==> config.mk <==
export PLATFORM = sky130hd
export DESIGN_NAME = whlt_queue
export DESIGN_NICKNAME = d
export VERILOG_FILES = /design/src/design/whlt_pkg.sv /design/src/design/whlt_queue.sv
export SDC_FILE = /design/constraint.sdc
export NUM_CORES = 1
export LEC_CHECK = 0
export ABC_AREA = 1
export CORE_AREA = 3 3 152 154
export CTS_CLUSTER_SIZE = 16
export DETAILED_ROUTE_END_ITERATION = 10
export DIE_AREA = 0 0 155 157
export DONT_BUFFER_PORTS = 1
export PLACE_DENSITY = 0.51
export SKIP_LAST_GASP = 1
export SYNTH_ARGS = -nofsm -noshare
export SYNTH_HDL_FRONTEND = slang
export SYNTH_SLANG_ARGS = --single-unit
==> constraint.sdc <==
create_clock -name clk -period 5.6 [get_ports clk]
set_clock_uncertainty 0.2 [all_clocks]
set_input_delay 0.56 -clock clk [delete_from_list [all_inputs] [get_ports clk]]
set_output_delay 0.56 -clock clk [all_outputs]
set_load 0.005 [all_outputs]
==> src/design/whlt_pkg.sv <==
// Shared types, constants and helper functions of the write hotness label tracker.
package whlt_pkg;

    // Sizes
    localparam int MAX_GROUPS      = 4096;
    localparam int GRP_W           = 12;
    localparam int GCOUNT_W        = 13;
    localparam int PG_SHIFT        = 6;
    localparam int PAGES_PER_GROUP = 64;
    localparam int MAPPED_W        = 7;
    localparam int RING_DEPTH      = 64;
    localparam int RING_W          = 6;
    localparam int LOG_BINS        = 40;
    localparam int FREQ_BINS       = 17;
    localparam int DENS_BINS       = 11;
    localparam int BURST_MAX       = 64;
    localparam int Q_DEPTH         = 2;
    localparam int CFG_W           = 40;
    localparam int CFG_IDX_W       = 3;
    localparam logic [15:0] FREQ_TOP = 16'hFFFF;

    // Histogram memory layout: one counter memory holds every table.
    localparam int HIST_DEPTH = 512;
    localparam int HIST_AW    = 9;
    localparam int HB_LABEL   = 0;
    localparam int HB_FREQ    = HB_LABEL + 2;
    localparam int HB_AGE     = HB_FREQ + 2 * FREQ_BINS;
    localparam int HB_GAP     = HB_AGE + 2 * LOG_BINS;
    localparam int HB_DENS    = HB_GAP + 2 * LOG_BINS;
    localparam int HB_PAIR    = HB_DENS + 2 * DENS_BINS;

    // Request modes
    localparam logic [1:0] MODE_WRITE   = 2'd0;
    localparam logic [1:0] MODE_SAMPLE  = 2'd1;
    localparam logic [1:0] MODE_RESOLVE = 2'd2;
    localparam logic [1:0] MODE_READ    = 2'd3;

    // Counter kinds
    localparam logic [2:0] HK_LABEL   = 3'd0;
    localparam logic [2:0] HK_FREQ    = 3'd1;
    localparam logic [2:0] HK_AGE     = 3'd2;
    localparam logic [2:0] HK_GAP     = 3'd3;
    localparam logic [2:0] HK_DENS    = 3'd4;
    localparam logic [2:0] HK_PAIR    = 3'd5;
    localparam logic [2:0] HK_DROPPED = 3'd6;
    localparam logic [2:0] HK_PENDING = 3'd7;

    // Result kinds
    localparam logic [1:0] RK_DONE     = 2'd0;
    localparam logic [1:0] RK_DROP     = 2'd1;
    localparam logic [1:0] RK_RESOLVED = 2'd2;
    localparam logic [1:0] RK_COUNTER  = 2'd3;

    // Configuration register indexes
    localparam logic [2:0] CFG_GROUP_COUNT = 3'd0;
    localparam logic [2:0] CFG_HORIZON     = 3'd1;
    localparam logic [2:0] CFG_PERIOD      = 3'd2;
    localparam logic [2:0] CFG_COARSE_BASE = 3'd3;
    localparam logic [2:0] CFG_COARSE_STEP = 3'd4;

    typedef struct packed {
        logic [12:0] group_count;
        logic [39:0] horizon;
        logic [39:0] period;
        logic [5:0]  coarse_base;
        logic [5:0]  coarse_step;
    } cfg_t;

    typedef struct packed {
        logic [1:0]  mode;
        logic        in_range;
        logic [11:0] grp;
        logic [63:0] now;
        logic        ow;
        logic [2:0]  hk;
        logic [5:0]  hidx;
        logic        hlab;
    } cmd_t;

    typedef struct packed {
        logic [15:0] freq;
        logic [6:0]  mapped;
        logic [63:0] gap_avg;
        logic [63:0] last_inval;
        logic [31:0] seq;
    } grp_t;

    typedef struct packed {
        logic [63:0] t0;
        logic [11:0] grp;
        logic [31:0] seq0;
        logic [4:0]  fb;
        logic [5:0]  ab;
        logic [5:0]  gb;
        logic [3:0]  db;
    } ring_t;

    typedef struct packed {
        logic [1:0]  kind;
        logic        label;
        logic [4:0]  fb;
        logic [5:0]  ab;
        logic [5:0]  gb;
        logic [3:0]  db;
        logic [2:0]  gc;
        logic [2:0]  ac;
        logic [11:0] grp;
        logic [63:0] value;
        logic        last;
    } res_t;

    typedef enum logic [4:0] {
        ST_CLEAR, ST_IDLE, ST_DECODE, ST_SW_RD, ST_SW_WB, ST_GRD, ST_G1,
        ST_WR_WB, ST_SMP_WB, ST_EMIT, ST_HRD, ST_H1, ST_RS_CHK, ST_RS_RD,
        ST_RS_FLUSH, ST_RS_SEQ, ST_RS_LBL, ST_RS_DIV, ST_RS_HRD, ST_RS_HWB,
        ST_RS_DONE, ST_RS_FIN
    } bk_state_t;

    // Number of groups in use, capped at the table depth.
    function automatic logic [12:0] live_groups(input logic [12:0] gc);
        return (gc > 13'(MAX_GROUPS)) ? 13'(MAX_GROUPS) : gc;
    endfunction

    // Bit length of a frequency value.
    function automatic logic [4:0] bit_len16(input logic [15:0] v);
        logic [4:0] n;
        n = '0;
        for (int i = 0; i < 16; i++) begin
            if (v[i]) n = 5'(i + 1);
        end
        return n;
    endfunction

    // Floor log2 bucket, all ones goes to the top bin.
    function automatic logic [5:0] log_bin(input logic [63:0] v);
        logic [6:0] b;
        b = '0;
        for (int i = 0; i < 64; i++) begin
            if (v[i]) b = 7'(i);
        end
        if (&v) return 6'(LOG_BINS - 1);
        if (b >= 7'(LOG_BINS)) return 6'(LOG_BINS - 1);
        return b[5:0];
    endfunction

    // Mapped percent divided by ten; the reciprocal is exact for these values.
    function automatic logic [3:0] dens_bin(input logic [6:0] mapped);
        logic [13:0] pct;
        logic [21:0] q;
        pct = (14'(mapped) * 14'd100) >> PG_SHIFT;
        q   = (22'(pct) * 22'd205) >> 11;
        return (q >= 22'(DENS_BINS)) ? 4'(DENS_BINS - 1) : q[3:0];
    endfunction

    // Whether a counter index lies inside its table.
    function automatic logic hist_idx_ok(input logic [2:0] kind, input logic [5:0] idx);
        logic ok;
        case (kind)
            HK_FREQ:        ok = idx < 6'(FREQ_BINS);
            HK_AGE, HK_GAP: ok = idx < 6'(LOG_BINS);
            HK_DENS:        ok = idx < 6'(DENS_BINS);
            default:        ok = 1'b1;
        endcase
        return ok;
    endfunction

    // Address of a counter in the histogram memory.
    function automatic logic [8:0] hist_addr(input logic [2:0] kind, input logic y,
                                             input logic [5:0] idx);
        int a;
        case (kind)
            HK_LABEL: a = HB_LABEL + int'(y);
            HK_FREQ:  a = HB_FREQ + int'(y) * FREQ_BINS + int'(idx);
            HK_AGE:   a = HB_AGE + int'(y) * LOG_BINS + int'(idx);
            HK_GAP:   a = HB_GAP + int'(y) * LOG_BINS + int'(idx);
            HK_DENS:  a = HB_DENS + int'(y) * DENS_BINS + int'(idx);
            default:  a = HB_PAIR + int'(y) * 64 + int'(idx);
        endcase
        return 9'(a);
    endfunction

endpackage

==> src/design/whlt_queue.sv <==
// Short command queue between the front end and the back end.
module whlt_queue (
    input  logic           clk,
    input  logic           rst_n,
    input  logic           push,
    input  whlt_pkg::cmd_t push_data,
    output logic           ready,
    input  logic           pop,
    output whlt_pkg::cmd_t pop_data,
    output logic           valid
);

    localparam int PW = $clog2(whlt_pkg::Q_DEPTH);
    localparam int CW = $clog2(whlt_pkg::Q_DEPTH + 1);

    whlt_pkg::cmd_t q_mem [whlt_pkg::Q_DEPTH];
    logic [PW-1:0]  wptr_reg, wptr_next;
    logic [PW-1:0]  rptr_reg, rptr_next;
    logic [CW-1:0]  count_reg, count_next;

    assign ready    = count_reg != CW'(whlt_pkg::Q_DEPTH);
    assign valid    = count_reg != '0;
    assign pop_data = q_mem[rptr_reg];

    // Pointer and fill count update.
    always_comb
    begin
        wptr_next  = wptr_reg;
        rptr_next  = rptr_reg;
        count_next = count_reg;
        if (push)
        begin
            wptr_next = (wptr_reg == PW'(whlt_pkg::Q_DEPTH - 1)) ? '0 : PW'(wptr_reg + 1'b1);
        end
        if (pop)
        begin
            rptr_next = (rptr_reg == PW'(whlt_pkg::Q_DEPTH - 1)) ? '0 : PW'(rptr_reg + 1'b1);
        end
        if (push && !pop)
        begin
            count_next = CW'(count_reg + 1'b1);
        end
        else if (pop && !push)
        begin
            count_next = CW'(count_reg - 1'b1);
        end
    end

    always_ff @(posedge clk or negedge rst_n)
    begin
        if (!rst_n)
        begin
            wptr_reg  <= '0;
            rptr_reg  <= '0;
            count_reg <= '0;
        end
        else
        begin
            wptr_reg  <= wptr_next;
            rptr_reg  <= rptr_next;
            count_reg <= count_next;
        end
    end

    // Queue storage.
    always_ff @(posedge clk)
    begin
        if (push)
        begin
            q_mem[wptr_reg] <= push_data;
        end
    end

endmodule

==> out/summary.txt, run 1 <==
outcome: complete, no violations
Setup violations, final: 0
worst r2r dst: q_mem[0][27]$_DFFE_PP_
cell breakdown of the critical path: buf_4 > mux2_2
element type at the critical path end: output port
Critical Path Slowest Stage Cell: dfrtp_4
IO Pins: 186
Setup WS post-layout: 2.49 ns
placed cells: 579
Worst Max-Slew Pin Slew: 0.770 ns
Cell Count, Final, Fillers Out: 613
delay of the slowest critical-path stage: 0.79 ns
period utilization: 0.556
Lkg Pwr: 2.45 nW
share of layout cells above drive strength 1: 0.360
DRT antenna net count: 0
XOR/XNOR Fraction of Synth Area: 0.00389
top cells by area, synth: edfxtp_1, mux2_2, clkbuf_8
CTS tree: yes
GR Layer Usage met1: 0.109
initial core utilization: 0.310
Largest register FFs: 180
ant diodes: 0
Seq/Total Area, Yosys: 0.814
Core Rows: 54
Max VDD drop: 0.311 mV
Die X: 155 µm
first-pass GRT wire length: 18000 µm
met3 Use GR: 0.0627
Final Wtd Congestion: 0.708
wire per inst: 20.2 µm
Sink Count: 184
Synth Area in Compound Gates: 0
CP Max Fanout: 49
pin count of the biggest net entering global routing: 56
adder-cell share of the synthesized area: 0.00185
Cells after Synth: 305
register bit total from synthesis: 184
required time worst endpoint: 4.84 ns
largest family of logic cells by synthesized area: multiplexers
height of the die: 157 µm
RSZ-0062 raised after global routing: false
average cell area after synthesis: 22.2 µm²
Synth Cell Area: 6760 µm²
Clk Latency, worst-skew pair: 0.41 ns
Max Slew Vio Count: 0
core area: 21800 µm²
Final HPWL DP: 8200 µm
worst hold-check path type: in -> reg
clock buffer depth: 2
distinct cell type count after synthesis: 13
antenna violations before repair: 0
Final Hold Vio Count: 0
global route total overflow: 0
fin nets: 416
Pwr Density: 501 nW/µm²
CTS resizes: 0
First DRT Iteration DRCs: 70
Yosys warning total: 0
Slew headroom: 0.486
Syn Nets: 400
global route hottest layer: met2
CP Capture Point: pop_data[3]
grt met2 use: 0.166
Clock Root Buffer: clkbuf_16
Layout area overhead: 12.4%
post-synthesis simple-gate area fraction: 0.00611
Post-CTS Setup Repair Bufs: 0
setup TNS: 0 ns
R2R Path Start: wptr_reg$_DFFE_PN0P_
fmax: 321 MHz
WL final: 12400 µm
vias: 2748
Synth top area share: 0.800
CTS H-Tree Depth: 4
remaining routing DRC violations: 0
critical path class: reg -> out
pre-CTS setup slack: 2.85 ns
cts hold-fix bufs: 2
fill cell count: 2030
drt via density: 4.48
CP Data Arrival Time: 2.35 ns
CP startpoint: rptr_reg$_DFFE_PN0P_
die area: 24300 µm²
reg2reg path depth: 2
nature of the critical path startpoint: flip-flop
Yosys top cell by area: edfxtp_1
drt pass-1 iters: 4
I/O Buffers: 0
Max Cap Viol: 0
Worst R2R Setup Slack: 3.37 ns
CTS buffer count: 17
minimum clock period: 3.11 ns
clock-pin slew on the worst setup and hold paths: 0.06 ns
vias in the first global route: 2978
GRT Total Usage: 0.101
mux contribution to synthesized area: 0.150
==> placed cells by master (no fill, tap or decap) <==
master	netlist	routed
clkinv_4	0	2
dfrtp_4	0	1
nor2_4	0	1
clkbuf_16	0	17
buf_4	0	4
edfxtp_1	180	180
inv_1	7	6
clkinvlp_4	0	2
mux2_2	90	90
nand3_1	1	1
dlygate4sd3_1	0	3
nand4_1	1	1
nand2_1	7	7
ha_1	1	1
xor2_1	2	2
inv_4	0	1
clkinv_1	0	2
clkbuf_1	0	6
bufinv_16	0	2
dfrtp_1	4	3
xnor2_1	1	1
==> cell type report <==
type                       count  area [µm²]  share of cell area
clock buffer                  23         448              0.0590
clock inverter                 8         100              0.0132
inverter                       7        28.8             0.00379
multi-input combinational    104        1100               0.145
sequential                   184        5510               0.725
tap                          280         350              0.0461
timing repair buffer           7        60.1             0.00791
==> worst min-delay path by stage <==
stage,start,to,slack [ns],cells past startpoint
5_1_grt,push_data[21],q_mem[1][21]$_DFFE_PP_,0.004,0
4_1_cts,push,wptr_reg$_DFFE_PN0P_,0.003,1
3_3_place_gp,rst_n,wptr_reg$_DFFE_PN0P_,0.06,0
6_report,push_data[66],q_mem[0][66]$_DFFE_PP_,0.04,0
2_1_floorplan,rst_n,count_reg[0]$_DFFE_PN0P_,0.06,0
3_5_place_dp,rst_n,count_reg[1]$_DFFE_PN0P_,0.06,0
==> critical path: cells and delay by family, from the launching register on <==
family	cells	cell delay [ns]
muxes	1	0.44
buffers and inverters	1	0.62
DFF	1	0.79
==> cell families after synthesis <==
group	count (synthesis)
xor gates and xnor gates	3
adders and majority gates	1
buffers and inverters	17
DFF	184
muxes	90
and+or+nand+nor	10
==> through the flow <==
stage | hold slack (ns) | utilization | cell area [µm²] | power, mW
floorplan | 0.0644 | - | 6760 | 2.62
global placement | 0.0646 | 0.322 | 7020 | 2.73
detailed placement | 0.0646 | 0.322 | 7020 | 2.75
CTS | 0.00285 | 0.348 | 7590 | 3.89
global route | 0.00415 | 0.348 | 7600 | 4.01
finish | 0.0387 | 0.348 | 7600 | 3.80
==> routing by layer <==
metal  up-vias  part of all wire  routed length (µm)
li1       1221                 -                   -
met4         0            0.0085                 106
met2       120              0.50                6210
met1      1398              0.38                4670
met5         -                 0                   0
met3         9              0.11                1420
==> cells in the mapped netlist (all sizes together) <==
master and n:
nor2 1, clkbuf 9, nand3 1, ha 1
xor2 2, dfrtp 4, xnor2 1, edfxtp 180
buf 1, nand4 1, nand2 7, mux2 90
inv 7
==> power breakdown <==
group / internal, mW / switching, mW / leakage, nW
combinational: 0.327 / 0.409 / 0.462
sequential: 1.83 / 0.116 / 1.74
clock: 0.654 / 0.467 / 0.257
(Power assumes the default switching activity.)
==> inputs of run 2 (changes only) <==
==> constraint.sdc (replaced) <==
create_clock -name clk -period 2.9 [get_ports clk]
set_clock_uncertainty 0.2 [all_clocks]
set_input_delay 0.29 -clock clk [delete_from_list [all_inputs] [get_ports clk]]
set_output_delay 0.29 -clock clk [all_outputs]
set_load 0.005 [all_outputs]
==> out/summary.txt, run 2 (same netlist as run 1, synthesis figures left out) <==
Slew headroom: 0.604 (+0.118)
Clk Latency, worst-skew pair: 0.41 ns (about the same)
Max Slew Vio Count: 0 (unchanged)
Largest register FFs: 180 (unchanged)
element type at the critical path end: output port
period utilization: 0.788
Cell Count, Final, Fillers Out: 706 (+15%)
clock buffer depth: 2 (unchanged)
fin nets: 508 (+22%)
worst hold-check path type: in -> reg
Max VDD drop: 0.459 mV (+47%)
CTS H-Tree Depth: 4 (unchanged)
reg2reg path depth: 3 (+1)
vias: 3094 (+13%)
minimum clock period: 2.29 ns
die area: 24300 µm² (unchanged)
vias in the first global route: 3474 (+17%)
remaining routing DRC violations: 0 (unchanged)
initial core utilization: 0.310 (unchanged)
critical path class: reg -> out
Sink Count: 184 (unchanged)
pre-CTS setup slack: 1.02 ns (-1.83 ns)
CP Max Fanout: 34 (-31%)
wire per inst: 18.0 µm (-11%)
setup TNS: 0 ns (unchanged)
Worst Hold Launch: push
IO Pins: 186 (unchanged)
Max Cap Viol: 0 (unchanged)
Worst R2R Setup Slack: 1.21 ns (-2.16 ns)
outcome: complete, no violations
CTS tree: yes
multi-input logic area: 1100 µm² (unchanged)
I/O Buffers: 0 (unchanged)
commonest cells after routing, fill and taps aside: edfxtp_1, dlygate4sd3_1, mux2_2
Pwr Density: 877 nW/µm² (+75%)
R2R Path Start: wptr_reg$_DFFE_PN0P_
nature of the critical path startpoint: flip-flop
fmax: 438 MHz
Clock Root Buffer: clkbuf_16
Final HPWL DP: 7840 µm (-4.4%)
CP Data Arrival Time: 1.80 ns (-0.55 ns)
CP startpoint: rptr_reg$_DFFE_PN0P_
Setup WS post-layout: 0.615 ns (-1.87 ns)
Setup violations, final: 0 (unchanged)
height of the die: 157 µm (unchanged)
fill cell count: 2017 (-0.64%)
Seq. cell area: 5510 µm² (unchanged)
antenna violations before repair: 0 (unchanged)
Die X: 155 µm (unchanged)
Final Hold Vio Count: 0 (unchanged)
Worst Hold End: q_mem[1][31]$_DFFE_PP_
First DRT Iteration DRCs: 111 (+59%)
WL final: 12700 µm (+2.7%)
share of layout cells above drive strength 1: 0.303 (-0.0575)
worst r2r dst: q_mem[1][15]$_DFFE_PP_
commonest non-fill, non-tap cell in the layout: edfxtp_1
Layout area overhead: 26.8%
hold slack: 0.205 ns (+0.167 ns)
CTS buffer count: 17 (unchanged)
DRT antenna net count: 0 (unchanged)
Lkg Pwr: 2.87 nW (+17%)
pin count of the biggest net entering global routing: 91 (+63%)
hold depth: 3 (+3)
clock-pin slew on the worst setup and hold paths: 0.07 ns (about the same)
first-pass GRT wire length: 19400 µm (+7.8%)
GRT Total Usage: 0.106 (+0.00475)
RSZ-0062 raised after global routing: false
Final Wtd Congestion: 0.677 (-4.5%)
Final Power: 7.52 mW (+98%)
required time worst endpoint: 2.41 ns (-2.43 ns)
Worst Max-Slew Pin Slew: 0.594 ns (-0.176 ns)
core area: 21800 µm² (unchanged)
global route total overflow: 0 (unchanged)
Post-CTS Setup Repair Bufs: 0 (unchanged)
ant diodes: 0 (unchanged)
placed cells: 580 (+0.17%)
drt via density: 4.38 (-2.2%)
drt pass-1 iters: 4 (unchanged)
Core Rows: 54 (unchanged)
-- run 2: worst max-delay path by stage --
stage / end / slack (ns) / depth (start not counted)
3_5_place_dp: pop_data[31] / 1.02 / 2
5_1_grt: pop_data[31] / 0.50 / 2
3_3_place_gp: pop_data[31] / 1.03 / 2
4_1_cts: pop_data[31] / 0.55 / 2
2_1_floorplan: q_mem[1][0]$_DFFE_PP_ / 0.04 / 2
6_report: pop_data[31] / 0.61 / 2
-- run 2: per-stage QoR --
stage / util / area [µm²]
floorplan: - / 6770
global placement: 0.324 / 7080
detailed placement: 0.324 / 7080
CTS: 0.393 / 8570
global route: 0.393 / 8570
finish: 0.393 / 8570
-- run 2: worst max-delay path, stage by stage (launching register included) --
cell,delay [ns]
dfrtp_4,0.67
buf_12,0.27
mux2_2,0.41
-- run 2: power breakdown --
| part | switching (mW) | leakage, nW | internal (mW) |
|---|---|---|---|
| Combinational | 0.871 | 0.864 | 0.779 |
| Sequential | 0.192 | 1.74 | 3.53 |
| Clock | 0.958 | 0.269 | 1.19 |
| Total | 2.02 | 2.87 | 5.50 |
-- run 2: layer usage --
metal	track usage	up-vias	wire length (µm)
li1	-	1411	-
met1	0.117	1558	4830
met2	0.183	116	6750
met3	0.0454	9	1030
met4	0.0353	0	123
met5	0	-	0
-- run 2: layout make-up --
class / count / area share
well taps: 280 / 0.0409
clock inverters: 10 / 0.00803
flip-flops and latches: 184 / 0.643
repair buffers: 99 / 0.120
clock buffers: 22 / 0.0565
multi-input cells: 104 / 0.128
inverters: 7 / 0.00336
-- run 2: repair_timing --
action	CTS	global route
endpoints found under the setup margin	0	0
endpoints found under the hold margin	187	0
hold buffers	94	0
resized for setup	0	0
==> inputs of run 3 (changes only) <==
--- a/config.mk
+++ b/config.mk
@@ -11,7 +11,7 @@
 export DETAILED_ROUTE_END_ITERATION = 10
 export DIE_AREA = 0 0 155 157
 export DONT_BUFFER_PORTS = 1
-export PLACE_DENSITY = 0.51
+export PLACE_DENSITY = 0.53
 export SKIP_LAST_GASP = 1
 export SYNTH_ARGS = -nofsm -noshare
 export SYNTH_HDL_FRONTEND = slang
==> constraint.sdc (replaced) <==
create_clock -name clk -period 1.9 [get_ports clk]
set_clock_uncertainty 0.2 [all_clocks]
set_input_delay 0.19 -clock clk [delete_from_list [all_inputs] [get_ports clk]]
set_output_delay 0.19 -clock clk [all_outputs]
set_load 0.005 [all_outputs]
==> out/summary.txt, run 3 (same netlist as run 1, synthesis figures left out) <==
outcome: finished with violations
failing checks: negative setup slack
Pwr Density: 1360 nW/µm² (+54%)
Setup WS post-layout: -0.0455 ns (-0.660 ns)
critical path class: reg -> out
Sink Count: 184 (unchanged)
CTS H-Tree Depth: 4 (unchanged)
Clock Root Buffer: clkbuf_16
Slew headroom: 0.759 (+0.155)
wire per inst: 17.9 µm (-0.72%)
drt via density: 4.41 (+0.67%)
vias: 3128 (+1.1%)
IO Pins: 186 (unchanged)
vias in the first global route: 3464 (-0.29%)
Lkg Pwr: 2.90 nW (+0.95%)
die area: 24300 µm² (unchanged)
remaining routing DRC violations: 0 (unchanged)
worst hold-check path type: in -> reg
Critical Path Slowest Stage Cell: dfrtp_4
Final Hold Vio Count: 0 (unchanged)
Worst Hold Launch: push
commonest non-fill, non-tap cell in the layout: edfxtp_1
Seq. cell area: 5510 µm² (unchanged)
core area: 21800 µm² (unchanged)
Final Power: 11.7 mW (+56%)
element type at the critical path end: output port
Largest register FFs: 180 (unchanged)
CP top delay family: flip-flops
period utilization: 1.02
DRT antenna net count: 0 (unchanged)
share of layout cells above drive strength 1: 0.308 (+0.00559)
Final Wtd Congestion: 0.688 (+1.6%)
pin count of the biggest net entering global routing: 64 (-30%)
First DRT Iteration DRCs: 98 (-12%)
Core Rows: 54 (unchanged)
Setup violations, final: 60 (+60)
WL final: 12700 µm (-0.30%)
clock buffer depth: 2 (unchanged)
Max Slew Vio Count: 0 (unchanged)
drt pass-1 iters: 4 (unchanged)
fin util: 0.397 (+0.00413)
fmax: 514 MHz
clock-pin slew on the worst setup and hold paths: 0.07 ns (about the same)
cell breakdown of the critical path: buf_12 > mux2_2
Buf/Inv on CP: 1 (unchanged)
Final HPWL DP: 7870 µm (+0.35%)
height of the die: 157 µm (unchanged)
CTS tree: yes
GRT Total Usage: 0.106 (+0.000755)
fin nets: 510 (+0.39%)
fill cell count: 1976 (-2.0%)
antenna violations before repair: 1 (+1)
minimum clock period: 1.95 ns
nature of the critical path startpoint: flip-flop
Max VDD drop: 0.709 mV (+55%)
Worst Max-Slew Pin Slew: 0.361 ns (-0.233 ns)
CTS buffer count: 17 (unchanged)
multi-input logic area: 1100 µm² (+0.23%)
I/O Buffers: 0 (unchanged)
initial core utilization: 0.310 (unchanged)
Post-CTS Setup Repair Bufs: 0 (unchanged)
Layout area overhead: 28.1%
RSZ-0062 raised after global routing: true
Clk Latency, worst-skew pair: 0.41 ns (about the same)
Die X: 155 µm (unchanged)
pre-CTS setup slack: 0.336 ns (-0.683 ns)
CP Data Arrival Time: 1.56 ns (-0.24 ns)
CP Max Fanout: 32 (-5.9%)
R2R Path Start: wptr_reg$_DFFE_PN0P_
first-pass GRT wire length: 19600 µm (+0.86%)
Max Cap Viol: 0 (unchanged)
required time worst endpoint: 1.51 ns (-0.90 ns)
commonest cells after routing, fill and taps aside: edfxtp_1, dlygate4sd3_1, mux2_2
delay of the slowest critical-path stage: 0.49 ns (-0.18 ns)
CP startpoint: rptr_reg$_DFFE_PN0P_
hold slack: 0.0547 ns (-0.151 ns)
global route total overflow: 0 (unchanged)
[run 3: cell types whose count changed in the layout (fill, tap and decap cells not counted), moves of 2 or more]
cell / delta
clkbuf_8: -4
clkinv_2: -2
clkinv_4: +2
inv_8: +3
buf_16: +2
[run 3: layout make-up]
type / instances / share of cell area
Multi-Input combinational cell: 104 / 0.127
Antenna cell: 1 / 0.000289
Inverter: 7 / 0.00347
Clock inverter: 15 / 0.0166
Tap cell: 280 / 0.0405
Sequential cell: 184 / 0.636
Timing Repair Buffer: 101 / 0.127
Clock buffer: 17 / 0.0491
[run 3: worst reg2reg max path, cell delays in order, from the launching register on]
cell and delay (ns):
dfrtp_1 0.43, nand2_2 0.08, clkinvlp_4 0.12, buf_12 0.34
[run 3: final timing paths]
path / cells after the start / to / slack (ns)
setup / recovery: 2 / pop_data[40] / -0.05
hold / removal: 3 / q_mem[0][88]$_DFFE_PP_ / 0.05
setup reg to reg: 3 / q_mem[1][53]$_DFFE_PP_ / 0.37
hold reg to reg: 1 / count_reg[0]$_DFFE_PN0P_ / 0.30
max in group asynchronous: 2 / rptr_reg$_DFFE_PN0P_ / 0.91
min in group asynchronous: 2 / rptr_reg$_DFFE_PN0P_ / 0.39
[run 3: per-layer routing]
layer,GRT usage,wire (µm),vias to the layer above
met5,0,0,-
met4,0.0391,158,0
met3,0.0418,891,12
met2,0.179,6490,123
met1,0.124,5160,1574
li1,-,-,1419
[run 3: report_power, final]
part	leakage (nW)	internal (mW)	switching [mW]	total, mW
sequential	1.74	5.38	0.212	5.59
clock	0.273	1.84	1.52	3.36
combinational	0.886	1.30	1.48	2.78
total	2.90	8.53	3.21	11.7
[run 3: timing repair]
action,in CTS,in global routing
endpoints found under the hold margin,188,0
cloned,1,0
pin swaps,0,0
hold buffers,94,0
setup endpoints to repair,84,90
resized for setup,2,0
[run 3: stage by stage]
stage	cells	setup TNS, ns	instance area (µm²)
after detailed placement	581	0	7110
after global routing	708	-6.67	8660
after floorplan	305	-87.69	6770
after global placement	581	0	7110
after CTS	708	-4.62	8660
final	709	-0.762	8660
