**src/design/whlt_pkg.sv**
```systemverilog
// Shared types, constants and helper functions of the write hotness label tracker.
package whlt_pkg;

    // Sizes
    localparam int MAX_GROUPS      = 4096;
    localparam int GRP_W           = 12;
    localparam int GCOUNT_W        = 13;
    localparam int PG_SHIFT        = 6;
    localparam int PAGES_PER_GROUP = 64;
    localparam int MAPPED_W        = 7;
    localparam int RING_DEPTH      = 64;
    localparam int RING_W          = 6;
    localparam int LOG_BINS        = 40;
    localparam int FREQ_BINS       = 17;
    localparam int DENS_BINS       = 11;
    localparam int BURST_MAX       = 64;
    localparam int Q_DEPTH         = 2;
    localparam int CFG_W           = 40;
    localparam int CFG_IDX_W       = 3;
    localparam logic [15:0] FREQ_TOP = 16'hFFFF;

    // Histogram memory layout: one counter memory holds every table.
    localparam int HIST_DEPTH = 512;
    localparam int HIST_AW    = 9;
    localparam int HB_LABEL   = 0;
    localparam int HB_FREQ    = HB_LABEL + 2;
    localparam int HB_AGE     = HB_FREQ + 2 * FREQ_BINS;
    localparam int HB_GAP     = HB_AGE + 2 * LOG_BINS;
    localparam int HB_DENS    = HB_GAP + 2 * LOG_BINS;
    localparam int HB_PAIR    = HB_DENS + 2 * DENS_BINS;

    // Request modes
    localparam logic [1:0] MODE_WRITE   = 2'd0;
    localparam logic [1:0] MODE_SAMPLE  = 2'd1;
    localparam logic [1:0] MODE_RESOLVE = 2'd2;
    localparam logic [1:0] MODE_READ    = 2'd3;

    // Counter kinds
    localparam logic [2:0] HK_LABEL   = 3'd0;
    localparam logic [2:0] HK_FREQ    = 3'd1;
    localparam logic [2:0] HK_AGE     = 3'd2;
    localparam logic [2:0] HK_GAP     = 3'd3;
    localparam logic [2:0] HK_DENS    = 3'd4;
    localparam logic [2:0] HK_PAIR    = 3'd5;
    localparam logic [2:0] HK_DROPPED = 3'd6;
    localparam logic [2:0] HK_PENDING = 3'd7;

    // Result kinds
    localparam logic [1:0] RK_DONE     = 2'd0;
    localparam logic [1:0] RK_DROP     = 2'd1;
    localparam logic [1:0] RK_RESOLVED = 2'd2;
    localparam logic [1:0] RK_COUNTER  = 2'd3;

    // Configuration register indexes
    localparam logic [2:0] CFG_GROUP_COUNT = 3'd0;
    localparam logic [2:0] CFG_HORIZON     = 3'd1;
    localparam logic [2:0] CFG_PERIOD      = 3'd2;
    localparam logic [2:0] CFG_COARSE_BASE = 3'd3;
    localparam logic [2:0] CFG_COARSE_STEP = 3'd4;

    typedef struct packed {
        logic [12:0] group_count;
        logic [39:0] horizon;
        logic [39:0] period;
        logic [5:0]  coarse_base;
        logic [5:0]  coarse_step;
    } cfg_t;

    typedef struct packed {
        logic [1:0]  mode;
        logic        in_range;
        logic [11:0] grp;
        logic [63:0] now;
        logic        ow;
        logic [2:0]  hk;
        logic [5:0]  hidx;
        logic        hlab;
    } cmd_t;

    typedef struct packed {
        logic [15:0] freq;
        logic [6:0]  mapped;
        logic [63:0] gap_avg;
        logic [63:0] last_inval;
        logic [31:0] seq;
    } grp_t;

    typedef struct packed {
        logic [63:0] t0;
        logic [11:0] grp;
        logic [31:0] seq0;
        logic [4:0]  fb;
        logic [5:0]  ab;
        logic [5:0]  gb;
        logic [3:0]  db;
    } ring_t;

    typedef struct packed {
        logic [1:0]  kind;
        logic        label;
        logic [4:0]  fb;
        logic [5:0]  ab;
        logic [5:0]  gb;
        logic [3:0]  db;
        logic [2:0]  gc;
        logic [2:0]  ac;
        logic [11:0] grp;
        logic [63:0] value;
        logic        last;
    } res_t;

    typedef enum logic [4:0] {
        ST_CLEAR, ST_IDLE, ST_DECODE, ST_SW_RD, ST_SW_WB, ST_GRD, ST_G1,
        ST_WR_WB, ST_SMP_WB, ST_EMIT, ST_HRD, ST_H1, ST_RS_CHK, ST_RS_RD,
        ST_RS_FLUSH, ST_RS_SEQ, ST_RS_LBL, ST_RS_DIV, ST_RS_HRD, ST_RS_HWB,
        ST_RS_DONE, ST_RS_FIN
    } bk_state_t;

    // Number of groups in use, capped at the table depth.
    function automatic logic [12:0] live_groups(input logic [12:0] gc);
        return (gc > 13'(MAX_GROUPS)) ? 13'(MAX_GROUPS) : gc;
    endfunction

    // Bit length of a frequency value.
    function automatic logic [4:0] bit_len16(input logic [15:0] v);
        logic [4:0] n;
        n = '0;
        for (int i = 0; i < 16; i++) begin
            if (v[i]) n = 5'(i + 1);
        end
        return n;
    endfunction

    // Floor log2 bucket, all ones goes to the top bin.
    function automatic logic [5:0] log_bin(input logic [63:0] v);
        logic [6:0] b;
        b = '0;
        for (int i = 0; i < 64; i++) begin
            if (v[i]) b = 7'(i);
        end
        if (&v) return 6'(LOG_BINS - 1);
        if (b >= 7'(LOG_BINS)) return 6'(LOG_BINS - 1);
        return b[5:0];
    endfunction

    // Mapped percent divided by ten; the reciprocal is exact for these values.
    function automatic logic [3:0] dens_bin(input logic [6:0] mapped);
        logic [13:0] pct;
        logic [21:0] q;
        pct = (14'(mapped) * 14'd100) >> PG_SHIFT;
        q   = (22'(pct) * 22'd205) >> 11;
        return (q >= 22'(DENS_BINS)) ? 4'(DENS_BINS - 1) : q[3:0];
    endfunction

    // Whether a counter index lies inside its table.
    function automatic logic hist_idx_ok(input logic [2:0] kind, input logic [5:0] idx);
        logic ok;
        case (kind)
            HK_FREQ:        ok = idx < 6'(FREQ_BINS);
            HK_AGE, HK_GAP: ok = idx < 6'(LOG_BINS);
            HK_DENS:        ok = idx < 6'(DENS_BINS);
            default:        ok = 1'b1;
        endcase
        return ok;
    endfunction

    // Address of a counter in the histogram memory.
    function automatic logic [8:0] hist_addr(input logic [2:0] kind, input logic y,
                                             input logic [5:0] idx);
        int a;
        case (kind)
            HK_LABEL: a = HB_LABEL + int'(y);
            HK_FREQ:  a = HB_FREQ + int'(y) * FREQ_BINS + int'(idx);
            HK_AGE:   a = HB_AGE + int'(y) * LOG_BINS + int'(idx);
            HK_GAP:   a = HB_GAP + int'(y) * LOG_BINS + int'(idx);
            HK_DENS:  a = HB_DENS + int'(y) * DENS_BINS + int'(idx);
            default:  a = HB_PAIR + int'(y) * 64 + int'(idx);
        endcase
        return 9'(a);
    endfunction

endpackage

```
**src/design/whlt_ifs.sv**
```systemverilog
// Valid/ready channel interfaces for requests and results.
interface whlt_in_if;
    logic        valid;
    logic        ready;
    logic [1:0]  mode;
    logic [31:0] lpn;
    logic [63:0] now_ns;
    logic        overwrite;
    logic [2:0]  hist_kind;
    logic [5:0]  hist_index;
    logic        hist_label;

    modport source (output valid, mode, lpn, now_ns, overwrite, hist_kind, hist_index,
                    hist_label, input ready);
    modport sink (input valid, mode, lpn, now_ns, overwrite, hist_kind, hist_index,
                  hist_label, output ready);
endinterface


```
**src/design/whlt_front.sv**
```systemverilog
// Front end: configuration registers and request classification.
module whlt_front (
    input  logic                              clk,
    input  logic                              rst_n,
    whlt_in_if.sink                           in_ch,
    input  logic                              cfg_we,
    input  logic [whlt_pkg::CFG_IDX_W-1:0]    cfg_index,
    input  logic [whlt_pkg::CFG_W-1:0]        cfg_data,
    input  logic                              busy,
    input  logic                              q_ready,
    output logic                              q_push,
    output whlt_pkg::cmd_t                    q_data,
    output whlt_pkg::cfg_t                    cfg
);

    whlt_pkg::cfg_t cfg_reg;
    whlt_pkg::cfg_t cfg_next;
    logic [12:0]    live;

    // Register writes.
    always_comb
    begin
        cfg_next = cfg_reg;
        if (cfg_we)
        begin
            case (cfg_index)
                whlt_pkg::CFG_GROUP_COUNT: cfg_next.group_count = cfg_data[12:0];
                whlt_pkg::CFG_HORIZON:     cfg_next.horizon     = cfg_data;
                whlt_pkg::CFG_PERIOD:      cfg_next.period      = cfg_data;
                whlt_pkg::CFG_COARSE_BASE: cfg_next.coarse_base = cfg_data[5:0];
                whlt_pkg::CFG_COARSE_STEP: cfg_next.coarse_step = cfg_data[5:0];
                default:                   cfg_next = cfg_reg;
            endcase
        end
    end

    always_ff @(posedge clk or negedge rst_n)
    begin
        if (!rst_n)
        begin
            cfg_reg.group_count <= 13'd4096;
            cfg_reg.horizon     <= 40'd100000000;
            cfg_reg.period      <= 40'd1000000000;
            cfg_reg.coarse_base <= 6'd18;
            cfg_reg.coarse_step <= 6'd3;
        end
        else
        begin
            cfg_reg <= cfg_next;
        end
    end

    assign cfg = cfg_reg;

    // Transfers pass straight into the queue while it has room and the back end is not clearing.
    assign in_ch.ready = q_ready && !busy;
    assign q_push      = in_ch.valid && in_ch.ready;

    // Classify: group number and range check against the live group count.
    assign live = whlt_pkg::live_groups(cfg_reg.group_count);

    always_comb
    begin
        q_data.mode     = in_ch.mode;
        q_data.in_range = in_ch.lpn[31:whlt_pkg::PG_SHIFT] < 26'(live);
        q_data.grp      = in_ch.lpn[whlt_pkg::PG_SHIFT+11:whlt_pkg::PG_SHIFT];
        q_data.now      = in_ch.now_ns;
        q_data.ow       = in_ch.overwrite;
        q_data.hk       = in_ch.hist_kind;
        q_data.hidx     = in_ch.hist_index;
        q_data.hlab     = in_ch.hist_label;
    end

endmodule

```
**src/flat_wrapper.sv**
```systemverilog
// flat-port wrapper written by rule: the top's interface ports become plain ports
module whlt_front_flat 
  (clk, rst_n, cfg_we, cfg_index, cfg_data, busy, q_ready, q_push, q_data, cfg, in_ch_valid, in_ch_mode, in_ch_lpn, in_ch_now_ns, in_ch_overwrite, in_ch_hist_kind, in_ch_hist_index, in_ch_hist_label, in_ch_ready);
  whlt_in_if in_ch_i ();
  input  logic clk;
  input  logic rst_n;
  input  logic cfg_we;
  input  logic [whlt_pkg::CFG_IDX_W-1:0] cfg_index;
  input  logic [whlt_pkg::CFG_W-1:0] cfg_data;
  input  logic busy;
  input  logic q_ready;
  output logic q_push;
  output whlt_pkg::cmd_t q_data;
  output whlt_pkg::cfg_t cfg;
  input wire logic [$bits(in_ch_i.valid)-1:0] in_ch_valid;
  input wire logic [$bits(in_ch_i.mode)-1:0] in_ch_mode;
  input wire logic [$bits(in_ch_i.lpn)-1:0] in_ch_lpn;
  input wire logic [$bits(in_ch_i.now_ns)-1:0] in_ch_now_ns;
  input wire logic [$bits(in_ch_i.overwrite)-1:0] in_ch_overwrite;
  input wire logic [$bits(in_ch_i.hist_kind)-1:0] in_ch_hist_kind;
  input wire logic [$bits(in_ch_i.hist_index)-1:0] in_ch_hist_index;
  input wire logic [$bits(in_ch_i.hist_label)-1:0] in_ch_hist_label;
  output wire logic [$bits(in_ch_i.ready)-1:0] in_ch_ready;
  assign in_ch_i.valid = in_ch_valid;
  assign in_ch_i.mode = in_ch_mode;
  assign in_ch_i.lpn = in_ch_lpn;
  assign in_ch_i.now_ns = in_ch_now_ns;
  assign in_ch_i.overwrite = in_ch_overwrite;
  assign in_ch_i.hist_kind = in_ch_hist_kind;
  assign in_ch_i.hist_index = in_ch_hist_index;
  assign in_ch_i.hist_label = in_ch_hist_label;
  assign in_ch_ready = in_ch_i.ready;
  whlt_front u_core (.clk(clk), .rst_n(rst_n), .in_ch(in_ch_i), .cfg_we(cfg_we), .cfg_index(cfg_index), .cfg_data(cfg_data), .busy(busy), .q_ready(q_ready), .q_push(q_push), .q_data(q_data), .cfg(cfg));
endmodule
```
**config.mk**
```make
export PLATFORM = sky130hd
export DESIGN_NAME = whlt_front_flat
export DESIGN_NICKNAME = d
export VERILOG_FILES = /design/src/design/whlt_pkg.sv /design/src/design/whlt_ifs.sv /design/src/design/whlt_front.sv /design/src/flat_wrapper.sv
export SDC_FILE = /design/constraint.sdc
export NUM_CORES = 1
export LEC_CHECK = 0
export ABC_AREA = 1
export BUFFER_PORTS_ARGS = -buffer_cell sky130_fd_sc_hd__buf_2
export CAP_MARGIN = 20
export CELL_PAD_IN_SITES_DETAIL_PLACEMENT = 1
export CELL_PAD_IN_SITES_GLOBAL_PLACEMENT = 2
export CORE_ASPECT_RATIO = 1.25
export CORE_MARGIN = 2
export CORE_UTILIZATION = 23
export CTS_CLUSTER_SIZE = 12
export DETAILED_ROUTE_END_ITERATION = 12
export PLACE_DENSITY_LB_ADDON = 0.15
export SETUP_SLACK_MARGIN = 0.02
export SLEW_MARGIN = 20
export SYNTH_ARGS = -nofsm -noshare
export SYNTH_HDL_FRONTEND = slang
export SYNTH_SLANG_ARGS = --single-unit
```
**constraint.sdc**
```tcl
create_clock -name clk -period 2.45 [get_ports clk]
set_input_delay 0.49 -clock clk [delete_from_list [all_inputs] [get_ports clk]]
set_output_delay 0.49 -clock clk [all_outputs]
set_load 0.01 [all_outputs]
```
==> results.toml, run 1 <==
[timing]
post-route-period-util = 1.20
clock_skew_ns = 0
hold_viol = 0
fmax_mhz = 340
unrepaired_setup_endpoints_after_global_routing = "true"
slew_violations = 0
timing.hold.ws_ns = 0.0792
period_needed_ns = 2.94
final.setup.worst_slack_ns = -0.487
fin_setup_tns_ns = -0.487
timing.final.setup_violations = 1
worst_slew_margin_relative_to_its_limit = 0.619
worstMarginPinSlew_ns = 0.571

[cts]
numCtsBuffers = 9
cts.htree.levels = 3
worst_setup_hold_path_clk_slew_ns = 0.07
cts_tree = "yes"
clock_tree.buffer_depth = 2
root_buffer = "sky130_fd_sc_hd__clkbuf_16"
worstSkewPairLatency_ns = 0.35
numClockSinks = 105

[worst_setup_path]
worstPathMaxFanout = 8
rr_startpoint = "u_core.cfg[104]$_DFFE_PN1P_"
critPathMaxStageDelay_ns = 0.38
rr_endpoint = "u_core.cfg[104]$_DFFE_PN1P_"
cp-start-kind = "flop"
r2r_worst_path_depth = 2
worstPathCellList = "nor2_1, nand4_1, o21ai_4, nand2_1, ha_4, nand2_1, nand2_1, nand2_1, nand2_1, a21oi_1, nand2_1, a21oi_2, buf_2"
ff2ff_setup_slack_ns = 1.62
crit_type = "reg -> out"
worst-endpoint-arrival_ns = 2.45
cpMostUsedCell = "sky130_fd_sc_hd__nand2_1"
critical_path.top_delay_family = "simple AND/OR/NAND/NOR gates"
crit_slowest_cell = "sky130_fd_sc_hd__dfrtp_1"
end_kind = "output port"
critPathBufInv = 1
worstPathRequired_ns = 1.96

[drt]
drt_first_pass_iters = 4
drtAntennaViolNets = 0
post-route-drc-count = 0
viasPerCell = 4.12
detail_route.wirelength_microns = 14700
drc_violation_total_after_the_first_tritonroute_iteration = 117
wl_per_cell_microns = 15.3
dr_total_vias = 3968

[layout]
post_layout_net_count = 840
final_common_cell = "sky130_fd_sc_hd__buf_2"
layout-drive-gt1-share = 0.502
largest_register_ffs = 105
syn2layout_area_growth_pct = 19.0
antenna_cells_inserted = 0
layout.cells.most_common_list = "sky130_fd_sc_hd__buf_2, sky130_fd_sc_hd__nand2_1, sky130_fd_sc_hd__dfrtp_1, sky130_fd_sc_hd__o21ai_2, sky130_fd_sc_hd__inv_1"
final-instance-count-excl-fill = 963

[flow_run]
drv_cap = 0

[synth]
yosys.cell_types.count = 22
synth_area_per_cell_sq_um = 9.71
syn_area_sq_um = 5370
netlist_instances = 553
yosysWarnings = 0
synthesis.nets = 723
seq_area_frac_synth = 0.497
postSynthRegisterBits = 105

[floorplanning]
io-pin-count = 355
dieWidth_microns = 141
start_util = 0.234
dieHeight_microns = 175
std_cell_rows = 62
fp.dieArea_sq_um = 24600
core_sq_um = 23000

[placement]
dpl.hpwl_microns = 11300
dp.cells = 945
portBuffers = 194
place_congestion = 0.716

[power_and_ir_drop]
vdd_ir_drop_max_v = 0.000297
static-leakage-power_nw = 3.37
pwr_density_cell_nw_per_um2 = 806

[global_routing]
grt.total_usage = 0.121
total_congestion_overflow_after_global_routing = 0
antenna_found_initial = 1
grt_max_degree = 40
via_count_of_the_first_global_routing_pass = 4461
grt_pass1_wl_microns = 23600

[run_status]
failed_checks = "negative setup slack"
run_status = "complete, but fails checks"

[worst_hold_path]
worst_hold_path_type = "in -> async"
[through the flow]
| stage | total power [mW] | setup slack (ns) | cell area [sq um] | util |
|---|---|---|---|---|
| global route | 5.53 | -0.693 | 6390 | 0.278 |
| detailed placement | 3.75 | -0.244 | 6030 | 0.263 |
| global placement | 3.70 | -0.198 | 6030 | 0.263 |
| finish | 5.15 | -0.487 | 6390 | 0.278 |
| CTS | 5.27 | -0.609 | 6350 | 0.276 |
| floorplan | 3.18 | 0.0752 | 5370 | - |
[cell type report]
| cell class | count | area (sq um) |
|---|---|---|
| inverter | 52 | 195 |
| clock buffer | 11 | 253 |
| sequential | 105 | 2670 |
| timing repair buffer | 215 | 1190 |
| fill | 2704 | 16600 |
| tap | 288 | 360 |
| multi-input combinational | 287 | 1670 |
| clock inverter | 5 | 46.3 |
[cells in the mapped netlist, drive strengths merged]
| library cell | n | share of area |
|---|---|---|
| nand4 | 2 | 0.0023 |
| o21ai | 107 | 0.15 |
| a21oi | 5 | 0.0047 |
| buf | 109 | 0.16 |
| a31oi | 1 | 0.0012 |
| inv | 52 | 0.036 |
| dfrtp | 75 | 0.35 |
| nor3b | 1 | 0.0014 |
| ha | 12 | 0.028 |
| nor4 | 1 | 0.0012 |
| nor2 | 18 | 0.014 |
| dfstp | 30 | 0.15 |
| nand3 | 5 | 0.0070 |
| and3 | 1 | 0.0012 |
| nand2 | 134 | 0.095 |
[cell families (layout without fill, tap and decap cells)]
| logic type | Yosys count | after routing | share of synthesized area |
|---|---|---|---|
| and+or+nand+nor | 162 | 162 | 0.122 |
| buffers and inverters | 161 | 283 | 0.200 |
| adders and majority gates | 12 | 12 | 0.0280 |
| AOI/OAI and AO/OA | 113 | 113 | 0.154 |
| DFF | 105 | 105 | 0.497 |
[worst max path at each step]
stage	endpoint	startpoint	cells past startpoint	slack, ns
after floorplan	q_data[87]	u_core.cfg[100]$_DFFE_PN0P_	12	0.08
after global placement	q_data[87]	u_core.cfg[96]$_DFFE_PN0P_	11	-0.20
after detailed placement	q_data[87]	u_core.cfg[96]$_DFFE_PN0P_	13	-0.24
after CTS	q_data[87]	u_core.cfg[96]$_DFFE_PN0P_	13	-0.61
after global routing	q_data[87]	u_core.cfg[96]$_DFFE_PN0P_	13	-0.69
final	q_data[87]	u_core.cfg[92]$_DFFE_PN0P_	13	-0.49
[report_power, final]
group          internal [mW]  total, mW  switching (mW)  leakage (nW)
Sequential              2.12       2.31           0.183          1.26
Clock                  0.765       1.46           0.690         0.149
Combinational          0.602       1.39           0.786          1.96
[routing by layer]
metal  GRT usage  up-vias  part of all wire
li1            -     1890                 -
met1       0.137     1869              0.41
met2       0.210      183              0.48
met3      0.0510       24             0.096
met4      0.0321        2             0.012
met5           0        -           0.00088
[repair_timing]
action,CTS,global route
gates cloned,0,0
endpoints found under the hold margin,0,0
hold buffers,0,0
resized for setup,1,6
setup endpoints to repair,1,1
buffers inserted,1,1
pin swaps,3,4
(Power assumes the default switching activity.)
==> run 2, diff against run 1 <==
Settings changed: PLACE_DENSITY_LB_ADDON 0.15 to 0.1.
==> run 2 against run 1 <==
The flow still finishes with violations (negative setup slack). Flip-flop and latch count unchanged. Setup slack improved by 0.030 ns. Final area grew 1.8%. Via count increased by 1.3%. Critical path type unchanged. Critical endpoint unchanged. Largest cell class unchanged. Highest routed layer is now met4.
==> results.toml, run 2 (synthesis gave the netlist of run 1 again) <==
[cts]
worstSkewPairLatency_ns = 0.35
worst_setup_hold_path_clk_slew_ns = 0.07
clock_tree.buffer_depth = 2
cts_tree = "yes"
root_buffer = "sky130_fd_sc_hd__clkbuf_16"
cts.htree.levels = 3
numClockSinks = 105
hold_buffers = 0
numCtsBuffers = 9

[drt]
drt_first_pass_iters = 4
detail_route.wirelength_microns = 14800
dr_total_vias = 4021
drc_violation_total_after_the_first_tritonroute_iteration = 89
post-route-drc-count = 0
drtAntennaViolNets = 0
wl_per_cell_microns = 15.4
viasPerCell = 4.17

[timing]
fmax_mhz = 344
slew_violations = 0
worstMarginPinSlew_ns = 0.591
final.setup.worst_slack_ns = -0.457
period_needed_ns = 2.91
hold_viol = 0
post-route-period-util = 1.19
unrepaired_setup_endpoints_after_global_routing = "true"
clock_skew_ns = 0
worst_slew_margin_relative_to_its_limit = 0.605
timing.final.setup_violations = 1

[layout]
final_design_area_no_fill_sq_um = 6500
syn2layout_area_growth_pct = 21.1
largest_register_ffs = 105
layout-drive-gt1-share = 0.529
layout.filler_cells = 2694
multiInputGateArea_sq_um = 1790
regArea_sq_um = 2670
post_layout_net_count = 842
layout.cells.most_common_list = "sky130_fd_sc_hd__buf_2, sky130_fd_sc_hd__nand2_1, sky130_fd_sc_hd__dfrtp_1, sky130_fd_sc_hd__o21ai_2, sky130_fd_sc_hd__inv_1"
antenna_cells_inserted = 0
final_common_cell = "sky130_fd_sc_hd__buf_2"
final-instance-count-excl-fill = 965
finish.utilization = 0.283

[global_routing]
antenna_found_initial = 0
via_count_of_the_first_global_routing_pass = 4304
grt.total_usage = 0.120
grt_pass1_wl_microns = 23200
grt_max_degree = 57
total_congestion_overflow_after_global_routing = 0

[flow_run]
drv_cap = 0

[worst_setup_path]
crit_slowest_cell = "sky130_fd_sc_hd__dfrtp_1"
cp-start-kind = "flop"
crit_type = "reg -> out"
critPathMaxStageDelay_ns = 0.39
critical_path.top_delay_family = "compound AO/OA/AOI/OAI gates"
worst-endpoint-arrival_ns = 2.42
end_kind = "output port"
rr_endpoint = "u_core.cfg[97]$_DFFE_PN0P_"
ff2ff_setup_slack_ns = 1.52
r2r_worst_path_depth = 4
worstPathMaxFanout = 7
worstPathRequired_ns = 1.96
worstPathCellList = "nor4_2, inv_1, o21ai_4, buf_12, nand2_4, ha_4, a21oi_2, nand2_2, a21oi_2, nand2_2, a21oi_2, buf_2"
rr_startpoint = "u_core.cfg[97]$_DFFE_PN0P_"
critPathBufInv = 3
cpMostUsedCell = "sky130_fd_sc_hd__a21oi_2"

[power_and_ir_drop]
vdd_ir_drop_max_v = 0.000293
p_clk_frac = 0.282
static-leakage-power_nw = 3.39
power_mw = 5.26
power.switching_mw = 1.69
pwr-share-seq = 0.437
cellInternalPower_mw = 3.57
combinationalPowerShare = 0.280
pwr_density_cell_nw_per_um2 = 809
switching_share = 0.321

[run_status]
failed_checks = "negative setup slack"
run_status = "complete, but fails checks"

[floorplanning]
dieWidth_microns = 141
core_sq_um = 23000
io-pin-count = 355
std_cell_rows = 62
dieHeight_microns = 175
start_util = 0.234
fp.dieArea_sq_um = 24600

[placement]
dp.cells = 946
portBuffers = 194
dpl.hpwl_microns = 11200
post_dp_cell_area_sq_um = 6020
place_congestion = 0.744

[worst_hold_path]
worst_hold_path_type = "in -> async"
==> run 2: what timing repair did <==
action                     4_1_cts  5_1_grt
setup endpoints to repair        1        1
gates resized for setup          1       29
pin swaps                        2       15
buffers inserted                 1        2
==> run 2: worst max path at each step <==
| stage | cells after the start | endpoint | startpoint |
|---|---|---|---|
| 6_report | 12 | q_data[87] | u_core.cfg[100]$_DFFE_PN0P_ |
| 4_1_cts | 13 | q_data[87] | u_core.cfg[100]$_DFFE_PN0P_ |
| 3_3_place_gp | 11 | q_data[87] | u_core.cfg[96]$_DFFE_PN0P_ |
| 5_1_grt | 14 | q_data[87] | u_core.cfg[97]$_DFFE_PN0P_ |
| 3_5_place_dp | 13 | q_data[87] | u_core.cfg[96]$_DFFE_PN0P_ |
| 2_1_floorplan | 12 | q_data[87] | u_core.cfg[100]$_DFFE_PN0P_ |
==> run 2: final cells by class <==
cell class                      count  area share
Clock inverter                      5     0.00982
Inverter                           52      0.0300
Clock buffer                       11      0.0358
Tap cell                          288      0.0554
Sequential cell                   105       0.410
Timing Repair Buffer              217       0.184
Multi-Input combinational cell    287       0.275
==> run 2: power by group through the flow <==
stage / Sequential (mW) / Combinational, mW / Clock (mW)
finish: 2.30 / 1.47 / 1.48
global placement: 2.32 / 1.38 / 0
floorplan: 2.50 / 0.682 / 0
detailed placement: 2.34 / 1.42 / 0
CTS: 2.31 / 1.42 / 1.57
global route: 2.35 / 1.65 / 1.64
==> run 2: worst register-to-register path, stage by stage (launching register included) <==
cell and delay (ns):
sky130_fd_sc_hd__dfrtp_1 0.38, sky130_fd_sc_hd__buf_4 0.13, sky130_fd_sc_hd__buf_4 0.14, sky130_fd_sc_hd__nand2_1 0.07
sky130_fd_sc_hd__o21ai_0 0.09
==> run 2: stage by stage <==
stage | TNS [ns] | setup slack (ns) | hold slack, ns
6_report | -0.457 | -0.457 | 0.0941
3_3_place_gp | -0.192 | -0.192 | 0.462
2_1_floorplan | 0 | 0.0752 | 0.194
3_5_place_dp | -0.221 | -0.221 | 0.467
5_1_grt | -0.674 | -0.674 | 0.101
4_1_cts | -0.616 | -0.616 | 0.0868
==> run 2: metal layers <==
layer	part of all wire	vias up	track usage	routed length, microns
li1	-	1899	-	-
met1	0.40	1910	0.140	5960
met2	0.49	192	0.203	7290
met3	0.093	20	0.0496	1380
met4	0.014	0	0.0367	208
met5	0	-	0	0
==> run 3, diff against run 2 <==
Settings changed: CORE_UTILIZATION 23 to 25, SETUP_SLACK_MARGIN 0.02 to 0.2.
Clock period 2.45 ns to 3.5 ns, I/O delays scaled along.
==> run 3 against run 2 <==
The flow now finishes without violations. Die area is 7.8% lower. Core utilization is 1.6 points higher. Critical path depth is 1 higher. Total power is 31% lower. Register-to-register slack better by 1.2 ns. Clock power is 28% lower. Hold slack better by 0.34 ns. Final cell count is 2.7% lower. Combinational power is 37% lower. Largest power group unchanged.
==> results.toml, run 3 (synthesis gave the netlist of run 1 again) <==
[global_routing]
via_count_of_the_first_global_routing_pass = 4060
grt.total_usage = 0.123
grt_max_degree = 73
total_congestion_overflow_after_global_routing = 0
antenna_found_initial = 0
grt_pass1_wl_microns = 21900

[worst_setup_path]
crit_type = "reg -> out"
rr_endpoint = "u_core.cfg[104]$_DFFE_PN1P_"
startpoint = "u_core.cfg[101]$_DFFE_PN0P_"
end_kind = "output port"
worstPathMaxFanout = 8
cp-start-kind = "flop"
ff2ff_setup_slack_ns = 2.70
r2r_worst_path_depth = 2
worst-endpoint-arrival_ns = 2.44
worstPathRequired_ns = 2.80
rr_startpoint = "u_core.cfg[104]$_DFFE_PN1P_"

[cts]
worstSkewPairLatency_ns = 0.35
worst_setup_hold_path_clk_slew_ns = 0.07
cts_tree = "yes"
numCtsBuffers = 9
root_buffer = "sky130_fd_sc_hd__clkbuf_16"
clock_tree.buffer_depth = 2
numClockSinks = 105
hold_buffers = 0
cts.htree.levels = 3

[floorplanning]
dieWidth_microns = 135
dieHeight_microns = 168
core_sq_um = 21000
io-pin-count = 355
std_cell_rows = 59
start_util = 0.256
fp.dieArea_sq_um = 22700

[placement]
place_congestion = 0.718
portBuffers = 194
dp.cells = 916
pre_cts_slack_ns = 0.612
dpl.hpwl_microns = 10600
post_dp_cell_area_sq_um = 5870

[layout]
layout-drive-gt1-share = 0.492
final_common_cell = "sky130_fd_sc_hd__buf_2"
post_layout_net_count = 830
antenna_cells_inserted = 0
final_design_area_no_fill_sq_um = 6270
largest_register_ffs = 105
final-instance-count-excl-fill = 939
syn2layout_area_growth_pct = 16.9
layout.cells.most_common_list = "sky130_fd_sc_hd__buf_2, sky130_fd_sc_hd__nand2_1, sky130_fd_sc_hd__dfrtp_1, sky130_fd_sc_hd__o21ai_2, sky130_fd_sc_hd__inv_1"

[timing]
worst_slew_margin_relative_to_its_limit = 0.454
unrepaired_setup_endpoints_after_global_routing = "true"
slew_violations = 0
final.setup.worst_slack_ns = 0.363
timing.final.setup_violations = 0
worstMarginPinSlew_ns = 0.820
post-route-period-util = 0.896
fmax_mhz = 319
hold_viol = 0
clock_skew_ns = 0
fin_setup_tns_ns = 0
period_needed_ns = 3.14

[flow_run]
drv_cap = 0

[drt]
viasPerCell = 4.19
dr_total_vias = 3932
drtAntennaViolNets = 0
detail_route.wirelength_microns = 14100
drc_violation_total_after_the_first_tritonroute_iteration = 79
drt_first_pass_iters = 4
post-route-drc-count = 0
wl_per_cell_microns = 15.0

[worst_hold_path]
worst_hold_path_type = "in -> async"

[power_and_ir_drop]
static-leakage-power_nw = 3.31
power_mw = 3.62
vdd_ir_drop_max_v = 0.000204
pwr_density_cell_nw_per_um2 = 576

[run_status]
run_status = "completed"
==> run 3: changes by cell type in the layout (fill, tap and decap cells not counted), moves of 2 or more <==
cell and delta:
sky130_fd_sc_hd__nand2_1 +11, sky130_fd_sc_hd__a21oi_1 +2, sky130_fd_sc_hd__nand2_2 -7, sky130_fd_sc_hd__nand2_4 -4, sky130_fd_sc_hd__clkinv_2 +2, sky130_fd_sc_hd__ha_1 +4
sky130_fd_sc_hd__ha_4 -4, sky130_fd_sc_hd__a21oi_2 -2, sky130_fd_sc_hd__buf_12 -2, sky130_fd_sc_hd__buf_4 -10
==> run 3: final cells by class <==
cell class              count  area [sq um]
fillers                  2535         14700
flip-flops and latches    105          2670
multi-input cells         287          1670
repair buffers            205          1080
well taps                 274           343
clock buffers              12           268
inverters                  52           195
clock inverters             4          48.8
==> run 3: through the flow <==
step                      utilization  hold slack [ns]
final                           0.299            0.437
after global routing            0.299            0.491
after CTS                       0.295            0.471
after detailed placement        0.280            0.466
after global placement          0.280            0.461
after floorplan                     -            0.404
==> run 3: worst max-delay path: stages, from the launching register on <==
cell	delay, ns
sky130_fd_sc_hd__dfrtp_1	0.40
sky130_fd_sc_hd__nor4_2	0.27
sky130_fd_sc_hd__inv_1	0.10
sky130_fd_sc_hd__o21ai_4	0.27
sky130_fd_sc_hd__nand2_1	0.14
sky130_fd_sc_hd__ha_4	0.23
sky130_fd_sc_hd__nand2_1	0.06
sky130_fd_sc_hd__inv_1	0.05
sky130_fd_sc_hd__nand2_1	0.06
sky130_fd_sc_hd__nand2_1	0.06
sky130_fd_sc_hd__a21oi_1	0.13
sky130_fd_sc_hd__nand2_1	0.09
sky130_fd_sc_hd__a21oi_2	0.11
sky130_fd_sc_hd__buf_2	0.13
==> run 3: worst max path at each step <==
stage                 end  slack, ns
2_1_floorplan  q_data[87]       0.92
3_3_place_gp   q_data[87]       0.60
3_5_place_dp   q_data[87]       0.61
4_1_cts        q_data[87]       0.20
5_1_grt        q_data[87]       0.13
6_report       q_data[87]       0.36
==> run 3: repair_timing <==
action                                  4_1_cts  5_1_grt
resized for setup                             0        6
buffers inserted                              0        7
endpoints found under the setup margin        0        1
==> run 3: metal layers <==
metal / wire [microns] / up-vias / track usage
met5: 0 / - / 0
met4: 274 / 0 / 0.0498
met3: 1410 / 24 / 0.0509
met2: 6770 / 185 / 0.201
met1: 5660 / 1844 / 0.143
li1: - / 1879 / -
==> run 3: report_power, final <==
part	total (mW)	internal, mW	leakage, nW	switching, mW
logic	0.927	0.395	1.90	0.532
clock network	1.07	0.619	0.158	0.452
registers	1.62	1.49	1.26	0.133
total	3.62	2.50	3.31	1.12
